### config.mk
export PLATFORM = sky130hd
export DESIGN_NAME = ab6_front
export DESIGN_NICKNAME = d
export VERILOG_FILES = /design/src/ab6_pkg.sv /design/src/ab6_front.sv
export SDC_FILE = /design/constraint.sdc
export NUM_CORES = 1
export LEC_CHECK = 0
export ABC_AREA = 1
export ABC_CLOCK_PERIOD_IN_PS = 4100
export BUFFER_PORTS_ARGS = -buffer_cell sky130_fd_sc_hd__buf_2
export CAP_MARGIN = 30
export CORE_ASPECT_RATIO = 0.6
export CORE_MARGIN = 5
export CORE_UTILIZATION = 25
export DETAILED_ROUTE_END_ITERATION = 7
export GPL_ROUTABILITY_DRIVEN = 0
export PLACE_DENSITY_LB_ADDON = 0.12
export SLEW_MARGIN = 20
export SYNTH_ARGS = -nofsm -noshare
export SYNTH_HDL_FRONTEND = slang
export SYNTH_SLANG_ARGS = --single-unit
### constraint.sdc
create_clock -name clock -period 4.1 [get_ports clock]
set_input_delay 0.82 -clock clock [delete_from_list [all_inputs] [get_ports clock]]
set_output_delay 0.82 -clock clock [all_outputs]
set_load 0.02 [all_outputs]
### src/ab6_pkg.sv
// Shared types, constants and coefficient table of the sixth-order
// Adams-Bashforth integrator core. No dependencies.
`default_nettype none
package ab6_pkg;

   localparam int AB6_DIM       = 64;
   localparam int AB6_HISTORY   = 6;
   localparam int AB6_HIST_BITS = 32 * AB6_HISTORY;
   localparam int AB6_WEIGHT_DEN = 1440;

   localparam logic [1:0] ACT_LOAD  = 2'd0;
   localparam logic [1:0] ACT_PRIME = 2'd1;
   localparam logic [1:0] ACT_STEP  = 2'd2;

   localparam logic [31:0] STEP_H_RESET = 32'h0001_0000;

   typedef struct packed {
      logic [1:0]         action;
      logic [5:0]         component;
      logic signed [31:0] value;
   } ab6_req_type;

   typedef struct packed {
      logic [5:0]         component_out;
      logic signed [31:0] state_out;
      logic               saturated;
   } ab6_rsp_type;

   typedef enum logic [2:0] {
      OP_IGNORE,
      OP_LOAD,
      OP_PRIME,
      OP_STEP,
      OP_QUERY
   } ab6_op_type;

   typedef struct packed {
      ab6_op_type         op;
      logic [5:0]         component;
      logic signed [31:0] value;
   } ab6_cmd_type;

   // Front to back: head of the command queue.
   typedef struct packed {
      logic        valid;
      ab6_cmd_type cmd;
   } ab6_link_type;

   // Back to front: flow control and reset sweep status.
   typedef struct packed {
      logic take;
      logic init_busy;
   } ab6_back_status_type;

   // Numerators of the coefficients, oldest derivative first.
   function automatic logic signed [14:0] ab6_weight(input logic [2:0] k);
      logic signed [14:0] w;
      case (k)
         3'd0:    w = -15'sd475;
         3'd1:    w = 15'sd2877;
         3'd2:    w = -15'sd7298;
         3'd3:    w = 15'sd9982;
         3'd4:    w = -15'sd7923;
         3'd5:    w = 15'sd4277;
         default: w = 15'sd0;
      endcase
      return w;
   endfunction

endpackage
`default_nettype wire

### src/ab6_front.sv
// Front end of the integrator: accepts request items, classifies them into
// commands and holds them in a two-entry queue. Depends on ab6_pkg.
`default_nettype none
module ab6_front import ab6_pkg::*; #(
   parameter int DIM = AB6_DIM
) (
   input  wire                 clock,
   input  wire                 reset,
   input  wire                 req_push,
   output logic                req_full,
   input  ab6_req_type         req_item,
   input  ab6_back_status_type back_status,
   output ab6_link_type        link
);

   localparam logic [12:0] DIM_L = 13'(DIM);

   ab6_cmd_type q_ff [2];
   ab6_cmd_type q_in [2];
   logic        wr_ptr_ff, wr_ptr_in;
   logic        rd_ptr_ff, rd_ptr_in;
   logic [1:0]  count_ff, count_in;
   ab6_cmd_type cmd_new;
   logic        in_range;
   logic        do_push, do_pop;

   always_comb begin
      in_range = {7'd0, req_item.component} < DIM_L;
      cmd_new.component = req_item.component;
      cmd_new.value     = req_item.value;
      if (!in_range) begin
         cmd_new.op = OP_IGNORE;
      end else begin
         case (req_item.action)
            ACT_LOAD:  cmd_new.op = OP_LOAD;
            ACT_PRIME: cmd_new.op = OP_PRIME;
            ACT_STEP:  cmd_new.op = OP_STEP;
            default:   cmd_new.op = OP_QUERY;
         endcase
      end
   end

   assign req_full = (count_ff == 2'd2) || back_status.init_busy;
   assign do_push  = req_push && !req_full;
   assign do_pop   = link.valid && back_status.take;
   assign link.valid = (count_ff != 2'd0);
   assign link.cmd   = q_ff[rd_ptr_ff];

   always_comb begin
      q_in = q_ff;
      wr_ptr_in = wr_ptr_ff;
      rd_ptr_in = rd_ptr_ff;
      count_in  = count_ff;
      if (do_push) begin
         q_in[wr_ptr_ff] = cmd_new;
         wr_ptr_in = !wr_ptr_ff;
      end
      if (do_pop) begin
         rd_ptr_in = !rd_ptr_ff;
      end
      if (do_push && !do_pop) begin
         count_in = count_ff + 2'd1;
      end else if (do_pop && !do_push) begin
         count_in = count_ff - 2'd1;
      end
   end

   always_ff @(posedge clock) begin
      q_ff <= q_in;
      if (reset) begin
         wr_ptr_ff <= 1'b0;
         rd_ptr_ff <= 1'b0;
         count_ff  <= 2'd0;
      end else begin
         wr_ptr_ff <= wr_ptr_in;
         rd_ptr_ff <= rd_ptr_in;
         count_ff  <= count_in;
      end
   end

endmodule
`default_nettype wire

# Word-level counts from Yosys, hierarchy flattened
# Cells that the tools add are included.
# op_classes
mux	9
n_lt_le_gt_ge	3
reduce_logical	14
bitwise	2
add_sub_neg	2
eq_ne	3
# op_table
op	count
$mux W41	4
$bwmux W82	1
$demux W41 S1	1
$pmux W3 S3	1
$logic_and A1 B1 Y1	5
$logic_not A1 Y1	5
$eq A2 B2 Y1 const B	2
$ge A2 B2 Y1 const B	2
$mux W2	2
$not A1 Y2	2
$reduce_bool A2 Y1	2
$add A2 B1 Y2 const B	1
$eq A2 B1 Y1 const B	1
$logic_not A2 Y1	1
$lt A2 B1 Y1 const B	1
$sub A2 B1 Y2 const B	1
$logic_or A1 B1 Y1	1
# word_totals
word_cells	42
input_bits	45
reg_bits	86
output_inout_bits	43

# Depth between registers and ports, before layout
# logic_depth
word_depth	8
depth_mapped	11
mapped_depth_nobuf	11

# Least setup slack after synthesis
# No wires, ideal clock.
# synth_timing
path_kind	input -> register
from	input port back_status[0] (netlist bit)
to	register q_ff[41] (netlist bit), enable pin
setup_slack_ns	0.934
cell_stages	3
required_time_ns	3.661
setup_ns	0.439
t_arrival_ns	2.727
path_buffers	0
path_cell_list	inv_1 nand3_2 nor2_1
# synth_via
elab_chain_cells	3
# synth_rtl
item	line	source
from (decl)	ab6_front.sv:12	input ab6_back_status_type back_status,
$logic_or A1 B1 Y1	ab6_front.sv:43	assign req_full = (count_ff == 2'd2) || back_status.init_busy;
$logic_not A1 Y1	ab6_front.sv:44	assign do_push = req_push && !req_full;
$logic_and A1 B1 Y1	ab6_front.sv:44	
to (signal assigned)	ab6_front.sv:69	q_ff <= q_in;
to (decl)	ab6_front.sv:18	ab6_cmd_type q_ff [2];
# Every way passes these cells.
# A chain may end at the register's enable or synchronous reset.

==> summary.md <==
| Metric | Value |
|---|---|
| Final Slew Violations | 0 |
| Worst min path class | register to register |
| Max Freq | about 0.40 GHz |
| Initial antenna violation count | 1 |
| Clock Tree Root | clkbuf_16 |
| Syn nets | roughly 310 |
| # clock sinks | 86 |
| Dpl hpwl | slightly below 5000 µm |
| Sequential cell area | 2540 µm² |
| Pin count of the biggest net entering global routing | 43 |
| # diodes | 0 |
| Seq cells post-synth | 86 |
| Global route total overflow | 0 |
| Chip height | around 99 µm |
| DRC violations left | 0 |
| CP Data Required Time | ~3.3 ns |
| Final period util | between 60% and 70% |
| CTS buffer count | 9 |
| Setup TNS | 0 ns |
| Clk_lat worst skew | about 0.33 ns |
| Pre-CTS setup slack | around 1.6 ns |
| CTS tree | yes |
| Leading area contributor after synthesis | edfxtp_1 |
| Hold Fails Final Rpt | 0 |
| Die ar. | around 16000 µm² |
| Die W | about 160 µm |
| Drt via density | 3.91 |
| Drt pass-1 iters | 4 |
| Core area | about 13000 µm² |
| RSZ-0062 raised after global routing | false |
| Synth-to-Final Area Change | 28.2% |
| Multi-input gate area | around 640 µm² |
| Routed Antenna Nets | 0 |
| H-tree depth | 3 |
| Final min period | between 2 and 3 ns |
| Seq/Total Area, Yosys | between 70% and 80% |
| # setup viols final | 0 |
| Yosys top cell area share | between 70 and 80% |
| VDD IR max | about 0.18 mV |
| Bufs on Longest Clock Path | 2 |
| Worst setup margin | 1.58 ns |
| Rows | 32 |
| Worst Skew | ~0.004 ns |
| Largest cells by area after synthesis | edfxtp_1 74%, nand2_1 15%, dfxtp_1 2.4% |
| FF-to-FF Start | count_ff[0] |
| Max_slew headroom | between 50 and 60% |
| Status | finished, final reports clean |
| Port Buffer Count | 87 |
| Post-CTS Resized | 0 |
| Commonest non-fill, non-tap cell in the layout | nand2_1 |
| Hold buffers post-CTS | 0 |
| Hold_ws | 0.528 ns |
| Syn Area/Cell | roughly 13 µm² |
| Final net count | around 400 |
| Max FO, Critical Path | 26 |
| Vias | 2053 |
| Most frequent cells in the layout | 130 x nand2_1, 87 x buf_2, 82 x edfxtp_1 |
| Iter 0 DRT Violations | 79 |
| Overall Power | around 0.0024 W |
| Worst setup path start | rd_ptr_ff |
| Power density over the cells | ~570 nW/µm² |
| GRT Total Usage | around a tenth |
| Min-delay src | count_ff[0] |
| CP arrival | approximately 1.7 ns |
| First-pass GRT wire length | ~11000 µm |
| Initial core utilization | about a quarter |
| Startpoint types | register |
| Layout cells sized above 1 | between 30 and 40% |
| Least-Margin Pin Slew | 0.642 ns |
| Mapped cell area | around 3300 µm² |
| Post-Syn Instances | 258 |
| Fillcell total | approximately 1300 |
| WL/cell | about 14 µm |
| Leak | 1.80 nW |
| Worst-path clk slew | 0.06 ns |
| Setup Fix Bufs, Post-CTS | 0 |
| Max_cap viols | 0 |
| Synth cell types | 19 |
| Synth warnings | 0 |
| Critical setup path kind | register to output port |
| IO Count | 88 |
| Worst setup EP type | output port |
| Post-Route WL | ~7400 µm |
| Vias in the first global route | 2007 |
==> final cells by class <==
class	instances	area share (%)
Clock buffer	11	5.48
Clock inverter	5	2.30
Inverter	13	1.21
Multi-Input combinational cell	150	15.1
Sequential cell	86	59.8
Tap cell	170	5.00
Timing Repair Buffer	90	11.1
==> stage by stage <==
stage,cells,instance area [µm²],utilization [%]
floorplan,258,3310,-
global placement,508,3900,30.2
detailed placement,509,3920,30.3
CTS,525,4250,32.9
global route,525,4250,32.9
finish,525,4250,32.9
==> synth_stat cells <==
cell type  number
nand2_1       130
edfxtp_1       82
inv_1          10
buf_6           5
buf_4           4
dfxtp_1         4
ha_1            4
nand2_2         4
inv_2           2
nand3_1         2
nand4_1         2
nor2_1          2
a21oi_1         1
a21oi_2         1
inv_4           1
nand3_2         1
nor2_2          1
o21ai_0         1
or2_2           1
==> kinds of logic after synthesis <==
kind of cell / count (synthesis) / synth area share [%]
AO/OA/AOI/OAI: 3 / 0.566
buffers and inverters: 22 / 4.15
adder cells (fa/ha/maj): 4 / 1.51
flip-flops: 86 / 76.7
AND/OR/NAND/NOR: 143 / 17.1
==> worst paths after layout <==
path / endpoint / slack [ns] / cells past startpoint
worst max register to register: q_ff[62] / 2.21 / 5
worst min register to register: count_ff[0] / 0.53 / 2
worst min-delay path: count_ff[0] / 0.53 / 2
worst max-delay path: link[9] / 1.58 / 4
==> flip-flops by register name, summed over array words and instances (netlist names) <==
signal     count
count_ff       2
wr_ptr_ff      1
q_ff          82
rd_ptr_ff      1
==> power breakdown <==
part,internal [W],total (W),switching [W],leakage (nW)
clock network,0.000591,0.000898,0.000307,0.159
logic,0.000142,0.000483,0.000341,0.861
registers,0.00103,0.00105,0.0000280,0.785
==> layer usage <==
metal	up-vias	routed length [µm]	track usage, %
met5	-	20	0
met2	68	3040	13.5
met4	2	90	3.15
li1	1044	-	-
met3	12	639	4.30
met1	927	3650	13.7
==> worst max-delay path, cell delays in order (launching register included) <==
cell	delay, ns
dfxtp_2	0.58
buf_4	0.41
nand2_1	0.09
nand2_1	0.10
buf_2	0.17
Power figures use the tool's default switching activity.
